File: config.mk
export PLATFORM = sky130hd
export DESIGN_NAME = reduce_fraction_prime_check
export DESIGN_NICKNAME = d
export VERILOG_FILES = /design/src/hw/rtl/rfpc_pkg.sv /design/src/hw/rtl/reduce_fraction_prime_check.sv /design/src/hw/rtl/rfpc_div.sv
export SDC_FILE = /design/constraint.sdc
export NUM_CORES = 1
export LEC_CHECK = 0
export BUFFER_PORTS_ARGS = -buffer_cell sky130_fd_sc_hd__clkbuf_2
export CAP_MARGIN = 20
export CORE_ASPECT_RATIO = 1.4
export CORE_MARGIN = 5
export CORE_UTILIZATION = 30
export CTS_CLUSTER_SIZE = 30
export DETAILED_ROUTE_END_ITERATION = 16
export HOLD_SLACK_MARGIN = 0.15
export SYNTH_ARGS = -nofsm -noshare
export SYNTH_HDL_FRONTEND = slang
export SYNTH_SLANG_ARGS = --single-unit
File: constraint.sdc
create_clock -name clk -period 4.95 [get_ports clk]
set_input_delay 0.7425 -clock clk [delete_from_list [all_inputs] [get_ports clk]]
set_output_delay 0.7425 -clock clk [all_outputs]
set_load 0.02 [all_outputs]
File: src/hw/rtl/rfpc_pkg.sv
// ----------------------------------------------------------------------------
// rfpc_pkg
// Microcode types, step addresses and control store for the fraction reducer.
// ----------------------------------------------------------------------------
package rfpc_pkg;

    localparam int PC_W = 5;

    typedef enum logic [3:0] {
        OP_NONE,
        OP_LOAD,
        OP_INIT,
        OP_DIV_GCD,
        OP_GCD_SWAP,
        OP_DIV_AN,
        OP_SET_AN,
        OP_DIV_AD,
        OP_SET_AD,
        OP_TRIAL_INIT,
        OP_DIV_TRIAL,
        OP_NEXT_I,
        OP_CLR_PRIME,
        OP_NEXT_PASS,
        OP_OUT
    } op_t;

    typedef enum logic [3:0] {
        COND_NEVER,
        COND_ALWAYS,
        COND_IN_IDLE,
        COND_BYPASS,
        COND_Y_ZERO,
        COND_DIV_BUSY,
        COND_M_LT2,
        COND_SQ_GT_M,
        COND_REM_NZ,
        COND_PASS_SET,
        COND_OUT_FULL
    } cond_t;

    typedef struct packed {
        op_t             op;
        cond_t           cond;
        logic [PC_W-1:0] target;
    } ctl_word_t;

    // step addresses
    localparam logic [PC_W-1:0] ST_WAIT       = 5'd0;
    localparam logic [PC_W-1:0] ST_CHECK      = 5'd1;
    localparam logic [PC_W-1:0] ST_GCD_TEST   = 5'd2;
    localparam logic [PC_W-1:0] ST_GCD_START  = 5'd3;
    localparam logic [PC_W-1:0] ST_GCD_WAIT   = 5'd4;
    localparam logic [PC_W-1:0] ST_GCD_SWAP   = 5'd5;
    localparam logic [PC_W-1:0] ST_AN_START   = 5'd6;
    localparam logic [PC_W-1:0] ST_AN_WAIT    = 5'd7;
    localparam logic [PC_W-1:0] ST_AN_SET     = 5'd8;
    localparam logic [PC_W-1:0] ST_AD_START   = 5'd9;
    localparam logic [PC_W-1:0] ST_AD_WAIT    = 5'd10;
    localparam logic [PC_W-1:0] ST_AD_SET     = 5'd11;
    localparam logic [PC_W-1:0] ST_TR_INIT    = 5'd12;
    localparam logic [PC_W-1:0] ST_TR_SMALL   = 5'd13;
    localparam logic [PC_W-1:0] ST_TR_BOUND   = 5'd14;
    localparam logic [PC_W-1:0] ST_TR_START   = 5'd15;
    localparam logic [PC_W-1:0] ST_TR_WAIT    = 5'd16;
    localparam logic [PC_W-1:0] ST_TR_NEXT    = 5'd17;
    localparam logic [PC_W-1:0] ST_NOT_PRIME  = 5'd18;
    localparam logic [PC_W-1:0] ST_PASS_DONE  = 5'd19;
    localparam logic [PC_W-1:0] ST_PASS_LOOP  = 5'd20;
    localparam logic [PC_W-1:0] ST_OUT        = 5'd21;
    localparam logic [PC_W-1:0] ST_RETURN     = 5'd22;
    localparam logic [PC_W-1:0] ST_LAST       = ST_RETURN;

    // control store: when cond holds jump to target, else fall through
    function automatic ctl_word_t rom_word(input logic [PC_W-1:0] pc);
        ctl_word_t w;
        w = '{op: OP_NONE, cond: COND_ALWAYS, target: ST_WAIT};
        case (pc)
            ST_WAIT:      w = '{op: OP_LOAD,       cond: COND_IN_IDLE,  target: ST_WAIT};
            ST_CHECK:     w = '{op: OP_INIT,       cond: COND_BYPASS,   target: ST_OUT};
            ST_GCD_TEST:  w = '{op: OP_NONE,       cond: COND_Y_ZERO,   target: ST_AN_START};
            ST_GCD_START: w = '{op: OP_DIV_GCD,    cond: COND_NEVER,    target: ST_WAIT};
            ST_GCD_WAIT:  w = '{op: OP_NONE,       cond: COND_DIV_BUSY, target: ST_GCD_WAIT};
            ST_GCD_SWAP:  w = '{op: OP_GCD_SWAP,   cond: COND_ALWAYS,   target: ST_GCD_TEST};
            ST_AN_START:  w = '{op: OP_DIV_AN,     cond: COND_NEVER,    target: ST_WAIT};
            ST_AN_WAIT:   w = '{op: OP_NONE,       cond: COND_DIV_BUSY, target: ST_AN_WAIT};
            ST_AN_SET:    w = '{op: OP_SET_AN,     cond: COND_NEVER,    target: ST_WAIT};
            ST_AD_START:  w = '{op: OP_DIV_AD,     cond: COND_NEVER,    target: ST_WAIT};
            ST_AD_WAIT:   w = '{op: OP_NONE,       cond: COND_DIV_BUSY, target: ST_AD_WAIT};
            ST_AD_SET:    w = '{op: OP_SET_AD,     cond: COND_NEVER,    target: ST_WAIT};
            ST_TR_INIT:   w = '{op: OP_TRIAL_INIT, cond: COND_NEVER,    target: ST_WAIT};
            ST_TR_SMALL:  w = '{op: OP_NONE,       cond: COND_M_LT2,    target: ST_NOT_PRIME};
            ST_TR_BOUND:  w = '{op: OP_NONE,       cond: COND_SQ_GT_M,  target: ST_PASS_DONE};
            ST_TR_START:  w = '{op: OP_DIV_TRIAL,  cond: COND_NEVER,    target: ST_WAIT};
            ST_TR_WAIT:   w = '{op: OP_NONE,       cond: COND_DIV_BUSY, target: ST_TR_WAIT};
            ST_TR_NEXT:   w = '{op: OP_NEXT_I,     cond: COND_REM_NZ,   target: ST_TR_BOUND};
            ST_NOT_PRIME: w = '{op: OP_CLR_PRIME,  cond: COND_ALWAYS,   target: ST_OUT};
            ST_PASS_DONE: w = '{op: OP_NEXT_PASS,  cond: COND_PASS_SET, target: ST_OUT};
            ST_PASS_LOOP: w = '{op: OP_NONE,       cond: COND_ALWAYS,   target: ST_TR_INIT};
            ST_OUT:       w = '{op: OP_OUT,        cond: COND_OUT_FULL, target: ST_OUT};
            ST_RETURN:    w = '{op: OP_NONE,       cond: COND_ALWAYS,   target: ST_WAIT};
            default:      w = '{op: OP_NONE,       cond: COND_ALWAYS,   target: ST_WAIT};
        endcase
        return w;
    endfunction

endpackage

File: src/hw/rtl/reduce_fraction_prime_check.sv
// ----------------------------------------------------------------------------
// reduce_fraction_prime_check
// Reduces a signed fraction to lowest terms and tests both terms for primality.
// ----------------------------------------------------------------------------
// Usage:
//   s_axis carries one fraction per word (numerator, denominator). m_axis
//   returns one word per input: the reduced fraction in tdata, and in tuser
//   the both-prime flag and the invalid (zero denominator) flag.
//   A microcoded sequencer steps through gcd, the two divisions by the gcd and
//   trial division, all on one shared restoring divider. A zero numerator or
//   denominator skips straight from the check step to the output step;
//   otherwise the gcd runs one division per remainder step, then the two
//   reductions, then one division per trial divisor (2, then odd numbers up
//   to the square root). One item is in work at a time; after the result is
//   loaded the sequencer returns to the wait step to take the next word.
//   The result sits in an output register: a stalled receiver does not stop
//   the next item from being accepted and worked on, only its hand-off.
//   Reset clears the sequencer to its wait step and empties the output.
// ----------------------------------------------------------------------------
module reduce_fraction_prime_check #(
    parameter  int VALUE_WIDTH = 16,
    localparam int TDATA_WIDTH = ((2 * VALUE_WIDTH + 7) / 8) * 8
) (
    input  logic                   clk,
    input  logic                   rst_n,
    input  logic                   s_axis_tvalid,
    output logic                   s_axis_tready,
    input  logic [TDATA_WIDTH-1:0] s_axis_tdata,  // numerator, denominator
    output logic                   m_axis_tvalid,
    input  logic                   m_axis_tready,
    output logic [TDATA_WIDTH-1:0] m_axis_tdata,  // reduced_numerator, reduced_denominator
    output logic [1:0]             m_axis_tuser   // both_prime, invalid
);

    import rfpc_pkg::*;

    localparam int W    = VALUE_WIDTH;
    localparam int SQ_W = VALUE_WIDTH + 2;

    ctl_word_t ctl;

    logic [PC_W-1:0] pc_reg, pc_next;
    logic [W-1:0]    num_reg, num_next;
    logic [W-1:0]    den_reg, den_next;
    logic [W-1:0]    an_reg, an_next;
    logic [W-1:0]    ad_reg, ad_next;
    logic [W-1:0]    x_reg, x_next;
    logic [W-1:0]    y_reg, y_next;
    logic [W-1:0]    m_reg, m_next;
    logic [W-1:0]    i_reg, i_next;
    logic [SQ_W-1:0] sq_reg, sq_next;
    logic            neg_reg, neg_next;
    logic            prime_reg, prime_next;
    logic            pass_reg, pass_next;

    logic            out_valid_reg, out_valid_next;
    logic [W-1:0]    out_num_reg, out_num_next;
    logic [W-1:0]    out_den_reg, out_den_next;
    logic            out_prime_reg, out_prime_next;
    logic            out_inv_reg, out_inv_next;

    logic [W-1:0]    in_num, in_den, mag_num, mag_den;
    logic            in_take, bypass, out_full, out_load, jump;
    logic [SQ_W-1:0] sq_step;

    logic            div_start, div_busy;
    logic [W-1:0]    div_dividend, div_divisor, div_quo, div_rem;

    assign in_num  = s_axis_tdata[W-1:0];
    assign in_den  = s_axis_tdata[2*W-1:W];
    assign mag_num = in_num[W-1] ? W'(-in_num) : in_num;
    assign mag_den = in_den[W-1] ? W'(-in_den) : in_den;

    assign ctl           = rom_word(pc_reg);
    assign s_axis_tready = ctl.op == OP_LOAD;
    assign in_take       = s_axis_tvalid && s_axis_tready;
    assign bypass        = (num_reg == '0) || (den_reg == '0);
    assign out_full      = out_valid_reg && !m_axis_tready;
    assign out_load      = (ctl.op == OP_OUT) && !out_full;

    // increment of i squared as i steps to the next candidate: 2 -> 3, then by two
    assign sq_step = (i_reg == W'(2)) ? ({2'b00, i_reg} << 1) + SQ_W'(1)
                                      : ({2'b00, i_reg} << 2) + SQ_W'(4);

    rfpc_div #(
        .WIDTH(W)
    ) u_div (
        .clk       (clk),
        .rst_n     (rst_n),
        .start     (div_start),
        .dividend  (div_dividend),
        .divisor   (div_divisor),
        .busy      (div_busy),
        .quotient  (div_quo),
        .remainder (div_rem)
    );

    always_comb
    begin
        div_start    = 1'b0;
        div_dividend = x_reg;
        div_divisor  = y_reg;
        case (ctl.op)
            OP_DIV_GCD:
            begin
                div_start = 1'b1;
            end
            OP_DIV_AN:
            begin
                div_start    = 1'b1;
                div_dividend = an_reg;
                div_divisor  = x_reg;
            end
            OP_DIV_AD:
            begin
                div_start    = 1'b1;
                div_dividend = ad_reg;
                div_divisor  = x_reg;
            end
            OP_DIV_TRIAL:
            begin
                div_start    = 1'b1;
                div_dividend = m_reg;
                div_divisor  = i_reg;
            end
            default:
            begin
                div_start = 1'b0;
            end
        endcase
    end

    always_comb
    begin
        case (ctl.cond)
            COND_NEVER:    jump = 1'b0;
            COND_ALWAYS:   jump = 1'b1;
            COND_IN_IDLE:  jump = !s_axis_tvalid;
            COND_BYPASS:   jump = bypass;
            COND_Y_ZERO:   jump = y_reg == '0;
            COND_DIV_BUSY: jump = div_busy;
            COND_M_LT2:    jump = m_reg < W'(2);
            COND_SQ_GT_M:  jump = sq_reg > {2'b00, m_reg};
            COND_REM_NZ:   jump = div_rem != '0;
            COND_PASS_SET: jump = pass_reg;
            COND_OUT_FULL: jump = out_full;
            default:       jump = 1'b0;
        endcase
        pc_next = jump ? ctl.target : pc_reg + 1'b1;
    end

    always_comb
    begin
        num_next   = num_reg;
        den_next   = den_reg;
        an_next    = an_reg;
        ad_next    = ad_reg;
        x_next     = x_reg;
        y_next     = y_reg;
        m_next     = m_reg;
        i_next     = i_reg;
        sq_next    = sq_reg;
        neg_next   = neg_reg;
        prime_next = prime_reg;
        pass_next  = pass_reg;
        case (ctl.op)
            OP_LOAD:
            begin
                if (in_take)
                begin
                    num_next = in_num;
                    den_next = in_den;
                    an_next  = mag_num;
                    ad_next  = mag_den;
                    x_next   = mag_num;
                    y_next   = mag_den;
                    neg_next = in_num[W-1] ^ in_den[W-1];
                end
            end
            OP_INIT:
            begin
                prime_next = 1'b1;
                pass_next  = 1'b0;
            end
            OP_GCD_SWAP:
            begin
                x_next = y_reg;
                y_next = div_rem;
            end
            OP_SET_AN:
            begin
                an_next = div_quo;
            end
            OP_SET_AD:
            begin
                ad_next = div_quo;
            end
            OP_TRIAL_INIT:
            begin
                m_next  = pass_reg ? ad_reg : an_reg;
                i_next  = W'(2);
                sq_next = SQ_W'(4);
            end
            OP_NEXT_I:
            begin
                i_next  = (i_reg == W'(2)) ? W'(3) : i_reg + W'(2);
                sq_next = sq_reg + sq_step;
            end
            OP_CLR_PRIME:
            begin
                prime_next = 1'b0;
            end
            OP_NEXT_PASS:
            begin
                pass_next = 1'b1;
            end
            default:
            begin
                pass_next = pass_reg;
            end
        endcase
    end

    always_comb
    begin
        out_num_next   = out_num_reg;
        out_den_next   = out_den_reg;
        out_prime_next = out_prime_reg;
        out_inv_next   = out_inv_reg;
        out_valid_next = out_valid_reg && !m_axis_tready;
        if (out_load)
        begin
            out_valid_next = 1'b1;
            if (bypass)
            begin
                out_num_next   = num_reg;
                out_den_next   = den_reg;
                out_prime_next = 1'b0;
                out_inv_next   = den_reg == '0;
            end
            else
            begin
                out_num_next   = neg_reg ? W'(-an_reg) : an_reg;
                out_den_next   = ad_reg;
                out_prime_next = prime_reg;
                out_inv_next   = 1'b0;
            end
        end
    end

    always_ff @(posedge clk or negedge rst_n)
    begin
        if (!rst_n)
        begin
            pc_reg        <= ST_WAIT;
            out_valid_reg <= 1'b0;
            prime_reg     <= 1'b0;
            pass_reg      <= 1'b0;
        end
        else
        begin
            pc_reg        <= pc_next;
            out_valid_reg <= out_valid_next;
            prime_reg     <= prime_next;
            pass_reg      <= pass_next;
        end
    end

    always_ff @(posedge clk)
    begin
        num_reg       <= num_next;
        den_reg       <= den_next;
        an_reg        <= an_next;
        ad_reg        <= ad_next;
        x_reg         <= x_next;
        y_reg         <= y_next;
        m_reg         <= m_next;
        i_reg         <= i_next;
        sq_reg        <= sq_next;
        neg_reg       <= neg_next;
        out_num_reg   <= out_num_next;
        out_den_reg   <= out_den_next;
        out_prime_reg <= out_prime_next;
        out_inv_reg   <= out_inv_next;
    end

    assign m_axis_tvalid = out_valid_reg;
    assign m_axis_tdata  = TDATA_WIDTH'({out_den_reg, out_num_reg});
    assign m_axis_tuser  = {out_inv_reg, out_prime_reg};

    // divider is never restarted while a division is in flight
    a_div_no_restart: assert property (@(posedge clk) disable iff (!rst_n)
        div_start |-> !div_busy)
        else $error("divider started while busy");

    // a waiting result is never overwritten
    a_out_no_overwrite: assert property (@(posedge clk) disable iff (!rst_n)
        out_load |-> !(out_valid_reg && !m_axis_tready))
        else $error("output word overwritten");

    // sequencer stays inside the program
    a_pc_range: assert property (@(posedge clk) disable iff (!rst_n)
        pc_reg <= ST_LAST)
        else $error("step counter out of program");

    // an invalid fraction is never flagged prime
    a_invalid_not_prime: assert property (@(posedge clk) disable iff (!rst_n)
        (out_valid_reg && out_inv_reg) |-> !out_prime_reg)
        else $error("invalid word flagged prime");

    // a word is taken only at the wait step, and work starts next cycle
    a_take_then_check: assert property (@(posedge clk) disable iff (!rst_n)
        in_take |=> pc_reg == ST_CHECK)
        else $error("sequencer did not start after input word");

endmodule

File: src/hw/rtl/rfpc_div.sv
// ----------------------------------------------------------------------------
// rfpc_div
// Restoring unsigned divider, one quotient bit per cycle.
// ----------------------------------------------------------------------------
module rfpc_div #(
    parameter int WIDTH = 16
) (
    input  logic             clk,
    input  logic             rst_n,
    input  logic             start,
    input  logic [WIDTH-1:0] dividend,
    input  logic [WIDTH-1:0] divisor,
    output logic             busy,
    output logic [WIDTH-1:0] quotient,
    output logic [WIDTH-1:0] remainder
);

    localparam int CNT_W = $clog2(WIDTH + 1);

    logic [CNT_W-1:0] cnt_reg, cnt_next;
    logic [WIDTH-1:0] quo_reg, quo_next;
    logic [WIDTH-1:0] rem_reg, rem_next;
    logic [WIDTH-1:0] dsr_reg, dsr_next;
    logic [WIDTH:0]   shifted;
    logic [WIDTH:0]   diff;
    logic             fits;

    assign shifted = {rem_reg, quo_reg[WIDTH-1]};
    assign diff    = shifted - {1'b0, dsr_reg};
    assign fits    = shifted >= {1'b0, dsr_reg};

    always_comb
    begin
        cnt_next = cnt_reg;
        quo_next = quo_reg;
        rem_next = rem_reg;
        dsr_next = dsr_reg;
        if (start)
        begin
            cnt_next = CNT_W'(WIDTH);
            quo_next = dividend;
            rem_next = '0;
            dsr_next = divisor;
        end
        else if (cnt_reg != '0)
        begin
            cnt_next = cnt_reg - 1'b1;
            quo_next = {quo_reg[WIDTH-2:0], fits};
            rem_next = fits ? diff[WIDTH-1:0] : shifted[WIDTH-1:0];
        end
    end

    always_ff @(posedge clk or negedge rst_n)
    begin
        if (!rst_n)
        begin
            cnt_reg <= '0;
        end
        else
        begin
            cnt_reg <= cnt_next;
        end
    end

    always_ff @(posedge clk)
    begin
        quo_reg <= quo_next;
        rem_reg <= rem_next;
        dsr_reg <= dsr_next;
    end

    assign busy      = cnt_reg != '0;
    assign quotient  = quo_reg;
    assign remainder = rem_reg;

endmodule

==> metrics.log, run 1 <==
INFO  metric status = finished, final reports clean
INFO  metric worst_ir_drop_vdd = 360 uV
INFO  metric die_span_in_x = 195 um
INFO  metric synth.distinct_cells = 72
INFO  metric post_synth_instance_area = 14300 sq um
INFO  metric clock-skew-final = 0.0222 ns
INFO  metric min_period = 4.24 ns
INFO  metric worstSetupPathType = reg -> out
INFO  metric first_global_vias = 10600
INFO  metric fin_crit_sh = 0.856
INFO  metric grt_remaining_overflow = 0
INFO  metric vias = 10800
INFO  metric clock-sinks = 242
INFO  metric largest_register_ff_count = 18
INFO  metric clock_power_share = 0.162
INFO  metric min_path_cells = 1
INFO  metric pre_cts_ws = 0.859 ns
INFO  metric fmax = 236 MHz
INFO  metric power.internal = 0.00665 W
INFO  metric drc_errors = 0
INFO  metric synth.area.top_cells = sky130_fd_sc_hd__edfxtp_1 (45%), sky130_fd_sc_hd__ha_1 (5.9%), sky130_fd_sc_hd__nor2_1 (4.8%)
INFO  metric mappedNetlistNets = 1508
INFO  metric place_congestion = 0.888
INFO  metric synth_seq_area_share = 0.492
INFO  metric synth.mux.area_fraction = 0.0675
INFO  metric number_of_antenna_violations_at_the_first_check_in_global_routing = 0
INFO  metric cts_tree = yes
INFO  metric report.final.hold_viol_count = 0
INFO  metric area.sequential = 7040 sq um
INFO  metric switching_share = 0.435
INFO  metric slew_violations = 0
INFO  metric largest_area_contributor_in_the_synthesized_netlist = sky130_fd_sc_hd__edfxtp_1
INFO  metric synth_compound_area_frac = 0.125
INFO  metric final_critical_path_setup_slack = 0.713 ns
INFO  metric number_of_antenna_violating_nets_in_the_routed_design = 0
INFO  metric initial_util = 0.304
INFO  metric cts_root_buf = sky130_fd_sc_hd__clkbuf_16
INFO  metric antennaDiodeCount = 0
INFO  metric cellLeakagePower = 6.02 nW
INFO  metric ctsHtreeMaxLevel = 1
INFO  metric wl = 41.8 mm
INFO  metric dieHeight = 269 um
INFO  metric hold_removal_path_class = in -> reg
INFO  metric cp_data_arrival_time = 3.49 ns
INFO  metric wl_per_cell = 20.0 um
INFO  metric tightest_slew = 1.01 ns
INFO  metric detail_route.iter0.violations = 755
INFO  metric core_area = 47200 sq um
INFO  metric final.setup.tns = 0 ns
INFO  metric p_switching = 0.00512 W
INFO  metric ioPinCount = 72
INFO  metric maximum_clock_path_buffer_count = 3
INFO  metric timing.max_cap.violations = 0
INFO  metric via_per_inst = 5.17
INFO  metric cp-start-kind = flop
INFO  metric crit_path_max_fanout = 12
INFO  metric worst_slew_margin_rel = 0.320
INFO  metric worst_setup_path_end_kind = output port
INFO  metric power.sequential.fraction = 0.375
INFO  metric asyncSetResetFlopFracSynth = 0.0537
INFO  metric grt_use_total = 0.154
INFO  metric register_clock_pin_slew_on_the_reported_worst_setup_and_hold_paths = 0.07 ns
INFO  metric synth_xor_area_frac = 0.0581
INFO  metric number_of_synthesized_flops_with_an_enable_pin = 213
INFO  metric num-nets-final = 1556
INFO  metric register_to_register_setup_slack = 0.75 ns
INFO  metric yosys_register_bits = 242
INFO  metric ys.flop_type = sky130_fd_sc_hd__edfxtp_1
INFO  metric synthAdderAreaFrac = 0.0613
INFO  metric power.combinational.fraction = 0.463
INFO  metric syn2layout_area_growth = 12.4%
INFO  metric syn-mean-instance-area = 10.2 sq um
INFO  metric synth_top_family_by_area = simple AND/OR/NAND/NOR gates
INFO  metric p_per_area = 731 nW/um^2
INFO  metric post_route_cells_drive_above_1_share = 0.137
INFO  metric setup-violations-final = 0
INFO  metric synth_cells = 1403
INFO  metric grt_start_max_net_pins = 50
INFO  metric r2r_cells = 12
INFO  metric clock_insertion_delay_worst_skew = 0.55 ns
INFO  metric fillers = 4745
INFO  metric cts-resized-gates = 0
INFO  metric rsz_0062_raised_after_global_routing = no
INFO  metric cts_inserted_buffers = 25
INFO  metric floorplan.rows = 94
INFO  metric synthDominantCellAreaShare = 0.447
INFO  metric simple_logic_cell_fraction_of_the_synthesized_area = 0.155
INFO  metric wire_length_of_the_first_global_routing_pass = 63.4 mm
INFO  metric multi_input_gate_area_in_the_final_layout = 6710 sq um
INFO  metric report.power.total = 0.0118 W
INFO  metric floorplan.die_area = 52300 sq um
INFO  metric critPathRequiredTime = 4.21 ns
INFO  metric yosysWarningCount = 0
INFO  metric dpl.hpwl = 32.2 mm
INFO  metric placement.io_buffers = 71
INFO  metric holdWs = 0.422 ns
INFO  metric drt_pass_1_iters = 5
[logic make-up after synthesis]
kind of cell	count (synthesis)
buf+inv	137
simple gates	488
xor+xnor	95
compound gates	283
mux	89
fa+ha+maj	69
flops	242
[power groups by stage]
stage / Sequential [W] / Clock [W] / Combinational [W]
2_1_floorplan: 0.00390 / 0 / 0.00433
3_3_place_gp: 0.00442 / 0 / 0.00531
3_5_place_dp: 0.00443 / 0 / 0.00541
4_1_cts: 0.00440 / 0.00194 / 0.00544
5_1_grt: 0.00448 / 0.00202 / 0.00605
6_report: 0.00441 / 0.00191 / 0.00545
[metrics by stage]
stage | instance area, sq um | instances | utilization
after floorplan | 14300 | 1403 | -
after global placement | 15300 | 2047 | 0.324
after detailed placement | 15300 | 2047 | 0.324
after CTS | 16100 | 2094 | 0.341
after global routing | 16100 | 2094 | 0.341
final | 16100 | 2094 | 0.341
[worst max-delay path, cell delays in order, from the launching register on]
cell and delay (ns):
sky130_fd_sc_hd__dfrtp_1 0.49, sky130_fd_sc_hd__inv_1 0.16, sky130_fd_sc_hd__ha_1 0.45, sky130_fd_sc_hd__nand2b_1 0.17, sky130_fd_sc_hd__a311oi_1 0.10, sky130_fd_sc_hd__a21oi_1 0.80
sky130_fd_sc_hd__nor2b_1 0.23, sky130_fd_sc_hd__inv_1 0.09, sky130_fd_sc_hd__nor3_1 0.20, sky130_fd_sc_hd__clkbuf_2 0.25
[layout by cell type, fill, tap and decap left out, types with 17 or more instances in the layout]
cell	n
sky130_fd_sc_hd__clkbuf_16	25
sky130_fd_sc_hd__mux2_2	59
sky130_fd_sc_hd__ha_1	67
sky130_fd_sc_hd__clkbuf_2	71
sky130_fd_sc_hd__o21ai_0	80
sky130_fd_sc_hd__a211oi_1	19
sky130_fd_sc_hd__nand3_1	29
sky130_fd_sc_hd__edfxtp_1	213
sky130_fd_sc_hd__nor3_1	20
sky130_fd_sc_hd__xnor2_1	52
sky130_fd_sc_hd__xor2_1	43
sky130_fd_sc_hd__nand2_1	141
sky130_fd_sc_hd__a21oi_1	77
sky130_fd_sc_hd__nor2_1	185
sky130_fd_sc_hd__nor4_1	30
sky130_fd_sc_hd__mux2i_1	29
sky130_fd_sc_hd__inv_1	67
sky130_fd_sc_hd__buf_4	18
sky130_fd_sc_hd__a22oi_1	17
[path summary, 6_finish.rpt]
kind | start | endpoint
min | s_axis_tdata[19] | den_reg[3]$_DFFE_PP_
min in group asynchronous | rst_n | pc_reg[4]$_DFF_PN0_
max | pc_reg[0]$_DFF_PN0_ | s_axis_tready
min reg2reg | u_div.cnt_reg[4]$_DFFE_PN0P_ | u_div.cnt_reg[4]$_DFFE_PN0P_
max reg2reg | pc_reg[0]$_DFF_PN0_ | u_div.quotient[8]$_DFFE_PP_
max in group asynchronous | rst_n | prime_reg$_DFFE_PN0P_
[area by class of cell]
cell class              count  area share
flip-flops and latches    242       0.438
multi-input cells        1024       0.417
clock inverters            11     0.00754
inverters                  68      0.0159
clock buffers              35      0.0424
well taps                 624      0.0485
repair buffers             90      0.0311
[cells in the mapped netlist (3+ instances only)]
library cell,n
sky130_fd_sc_hd__o31a_1,5
sky130_fd_sc_hd__a21oi_1,77
sky130_fd_sc_hd__or4_1,5
sky130_fd_sc_hd__nand2b_1,14
sky130_fd_sc_hd__dfxtp_1,16
sky130_fd_sc_hd__o2111ai_1,3
sky130_fd_sc_hd__edfxtp_1,213
sky130_fd_sc_hd__o41ai_1,5
sky130_fd_sc_hd__nor4_1,30
sky130_fd_sc_hd__inv_1,67
sky130_fd_sc_hd__nand4_1,13
sky130_fd_sc_hd__nand3_1,29
sky130_fd_sc_hd__a211oi_1,19
sky130_fd_sc_hd__o21a_1,6
sky130_fd_sc_hd__nor3b_1,4
sky130_fd_sc_hd__a31oi_1,9
sky130_fd_sc_hd__o21bai_1,4
sky130_fd_sc_hd__o211ai_1,6
sky130_fd_sc_hd__nor2_1,185
sky130_fd_sc_hd__nor2b_1,10
sky130_fd_sc_hd__buf_4,7
sky130_fd_sc_hd__o21ai_0,81
sky130_fd_sc_hd__o31ai_1,10
sky130_fd_sc_hd__mux2_2,59
sky130_fd_sc_hd__dfrtp_1,13
sky130_fd_sc_hd__and3_1,10
sky130_fd_sc_hd__and2_1,3
sky130_fd_sc_hd__a221oi_1,10
sky130_fd_sc_hd__or3_1,7
sky130_fd_sc_hd__xnor2_1,52
sky130_fd_sc_hd__clkbuf_1,36
sky130_fd_sc_hd__nor3_1,21
sky130_fd_sc_hd__mux2i_1,29
sky130_fd_sc_hd__buf_2,20
sky130_fd_sc_hd__buf_1,3
sky130_fd_sc_hd__ha_1,67
sky130_fd_sc_hd__buf_6,3
sky130_fd_sc_hd__nand2_1,141
sky130_fd_sc_hd__xor2_1,43
sky130_fd_sc_hd__a22oi_1,17
sky130_fd_sc_hd__a21o_1,11
[metal layers]
metal,wire length (um),vias to the layer above,share of wire,GRT usage
met4,2070,0,0.049,0.0717
met5,0,-,0,0
met1,16100,5197,0.39,0.179
li1,-,5192,-,-
met3,2160,89,0.052,0.0187
met2,21400,356,0.51,0.284
[repair_timing]
action	in CTS	in global routing
setup endpoints to repair	0	0
hold endpoints to repair	13	0
hold buffers	1	0
setup buffers	0	0
(Power assumes the default switching activity.)
==> run 2, diff against run 1 <==
Settings changed: BUFFER_PORTS_ARGS -buffer_cell sky130_fd_sc_hd__clkbuf_2 to not set, CORE_ASPECT_RATIO 1.4 to not set, DONT_BUFFER_PORTS set to 1.
==> metrics.log, run 2 (synthesis gave the netlist of run 1 again) <==
INFO  metric place_congestion = 0.865 (-2.7%)
INFO  metric ctsHtreeMaxLevel = 1 (unchanged)
INFO  metric layout_commonest_cell = sky130_fd_sc_hd__edfxtp_1
INFO  metric cp-start-kind = flop
INFO  metric cts_hold_repair.buffers = 1 (unchanged)
INFO  metric layout_common_cells = sky130_fd_sc_hd__edfxtp_1 (213), sky130_fd_sc_hd__nor2_1 (185), sky130_fd_sc_hd__nand2_1 (141)
INFO  metric cellLeakagePower = 5.84 nW (-3.1%)
INFO  metric number_of_antenna_violations_at_the_first_check_in_global_routing = 0 (unchanged)
INFO  metric clock_insertion_delay_worst_skew = 0.57 ns (+0.02 ns)
INFO  metric post_route_cells_drive_above_1_share = 0.0976 (-0.0398)
INFO  metric worst_setup_path_end_kind = flop
INFO  metric number_of_antenna_violating_nets_in_the_routed_design = 0 (unchanged)
INFO  metric status = finished, final reports clean
INFO  metric grt_use_total = 0.147 (-0.00718)
INFO  metric timing.max_cap.violations = 0 (unchanged)
INFO  metric slew_violations = 0 (unchanged)
INFO  metric critPathRequiredTime = 5.21 ns (+1.00 ns)
INFO  metric buffers_inserted_during_post_cts_setup_optimization = 0 (unchanged)
INFO  metric largest_register_ff_count = 18 (unchanged)
INFO  metric dieHeight = 228 um (-15%)
INFO  metric floorplan.rows = 80 (-15%)
INFO  metric drc_errors = 0 (unchanged)
INFO  metric cts_inserted_buffers = 28 (+12%)
INFO  metric pre_cts_ws = 0.920 ns (+0.0609 ns)
INFO  metric die_span_in_x = 228 um (+17%)
INFO  metric maximum_clock_path_buffer_count = 3 (unchanged)
INFO  metric final_core_utilization = 0.336 (-0.00512)
INFO  metric p_per_area = 756 nW/um^2 (+3.4%)
INFO  metric hold_removal_path_class = in -> reg
INFO  metric wl = 39.9 mm (-4.5%)
INFO  metric tightest_slew = 1.03 ns (+0.0189 ns)
INFO  metric fin_crit_sh = 0.826 (-0.0298)
INFO  metric clock-skew-final = 0.0245 ns (+0.00231 ns)
INFO  metric fmax = 245 MHz (+3.6%)
INFO  metric placement.io_buffers = 0 (-100%)
INFO  metric syn2layout_area_growth = 11.4%
INFO  metric clock-sinks = 242 (unchanged)
INFO  metric wire_length_of_the_first_global_routing_pass = 61.6 mm (-2.7%)
INFO  metric via_per_inst = 5.32 (+2.9%)
INFO  metric wl_per_cell = 19.8 um (-1.0%)
INFO  metric vias = 10700 (-0.83%)
INFO  metric drt_pass_1_iters = 6 (+1)
INFO  metric final.setup.tns = 0 ns (unchanged)
INFO  metric ioPinCount = 72 (unchanged)
INFO  metric num-nets-final = 1487 (-4.4%)
INFO  metric final_critical_path_setup_slack = 0.861 ns (+0.147 ns)
INFO  metric report.final.hold_viol_count = 0 (unchanged)
INFO  metric min_period = 4.09 ns (-0.147 ns)
INFO  metric floorplan.die_area = 52200 sq um (-0.12%)
INFO  metric crit_path_max_fanout = 33 (+21)
INFO  metric cp_data_arrival_time = 4.35 ns (+0.86 ns)
INFO  metric register_clock_pin_slew_on_the_reported_worst_setup_and_hold_paths = 0.06 ns (about the same)
INFO  metric setup-violations-final = 0 (unchanged)
INFO  metric first_global_vias = 10500 (-0.95%)
INFO  metric worstSetupPathType = reg -> reg
INFO  metric worst_slew_margin_rel = 0.308 (-0.0127)
INFO  metric dpl.hpwl = 29.9 mm (-7.1%)
INFO  metric rsz_0062_raised_after_global_routing = no
INFO  metric worst_ir_drop_vdd = 328 uV (-8.8%)
INFO  metric holdWs = 0.261 ns (-0.161 ns)
INFO  metric grt_start_max_net_pins = 50 (unchanged)
INFO  metric cts_tree = yes
INFO  metric cts_root_buf = sky130_fd_sc_hd__clkbuf_16
INFO  metric core_area = 47400 sq um (+0.60%)
INFO  metric detail_route.iter0.violations = 990 (+31%)
INFO  metric antennaDiodeCount = 0 (unchanged)
INFO  metric initial_util = 0.302 (-0.00181)
INFO  metric cts-resized-gates = 0 (unchanged)
INFO  metric grt_remaining_overflow = 0 (unchanged)
==> run 2: where the power goes <==
group	switching [W]	leakage (nW)	internal [W]
combinational	0.00327	3.08	0.00209
clock	0.000878	0.491	0.00141
sequential	0.000955	2.27	0.00346
total	0.00510	5.84	0.00696
==> run 2: layout make-up <==
class	count	area (sq um)
fill	4754	31500
clock buffer	32	716
multi-input combinational	1024	6710
inverter	68	255
tap	615	769
clock inverter	20	304
timing repair buffer	18	150
sequential	242	7040
==> run 2: path summary, 6_finish.rpt <==
check	cells after the start	startpoint	slack (ns)	end
worst max-delay path	12	pc_reg[0]$_DFF_PN0_	0.86	u_div.quotient[13]$_DFFE_PP_
worst min-delay path	0	s_axis_tdata[14]	0.26	num_reg[14]$_DFFE_PP_
worst max register to register	12	pc_reg[0]$_DFF_PN0_	0.86	u_div.quotient[13]$_DFFE_PP_
worst min register to register	1	u_div.cnt_reg[4]$_DFFE_PN0P_	0.56	u_div.cnt_reg[4]$_DFFE_PN0P_
max in group asynchronous	1	rst_n	3.89	pc_reg[1]$_DFF_PN0_
min in group asynchronous	1	rst_n	0.63	pass_reg$_DFFE_PN0P_
==> run 2: stage by stage <==
stage / instances / cell area, sq um / power, W
2_1_floorplan: 1403 / 14300 / 0.00823
3_3_place_gp: 1966 / 14900 / 0.00962
3_5_place_dp: 1966 / 14900 / 0.00973
4_1_cts: 2019 / 15900 / 0.0121
5_1_grt: 2019 / 15900 / 0.0129
6_report: 2019 / 15900 / 0.0121
==> run 2: routing by layer <==
metal | vias up | share of wire | GRT usage
li1 | 5051 | - | -
met2 | 421 | 0.47 | 0.246
met4 | 0 | 0.018 | 0.0342
met1 | 5217 | 0.43 | 0.199
met5 | - | 0 | 0
met3 | 55 | 0.077 | 0.0281
==> run 2: worst max-delay path, stage by stage (launching register included) <==
cell and delay, ns:
sky130_fd_sc_hd__dfrtp_1 0.47, sky130_fd_sc_hd__inv_1 0.15, sky130_fd_sc_hd__ha_1 0.43, sky130_fd_sc_hd__nand2b_1 0.15, sky130_fd_sc_hd__a311oi_1 0.10, sky130_fd_sc_hd__a21oi_1 0.81
sky130_fd_sc_hd__nand2_1 0.32, sky130_fd_sc_hd__nor2_2 0.22, sky130_fd_sc_hd__buf_4 0.38, sky130_fd_sc_hd__nor2_1 0.09, sky130_fd_sc_hd__buf_4 0.26, sky130_fd_sc_hd__a221oi_1 0.29
sky130_fd_sc_hd__a21oi_1 0.11
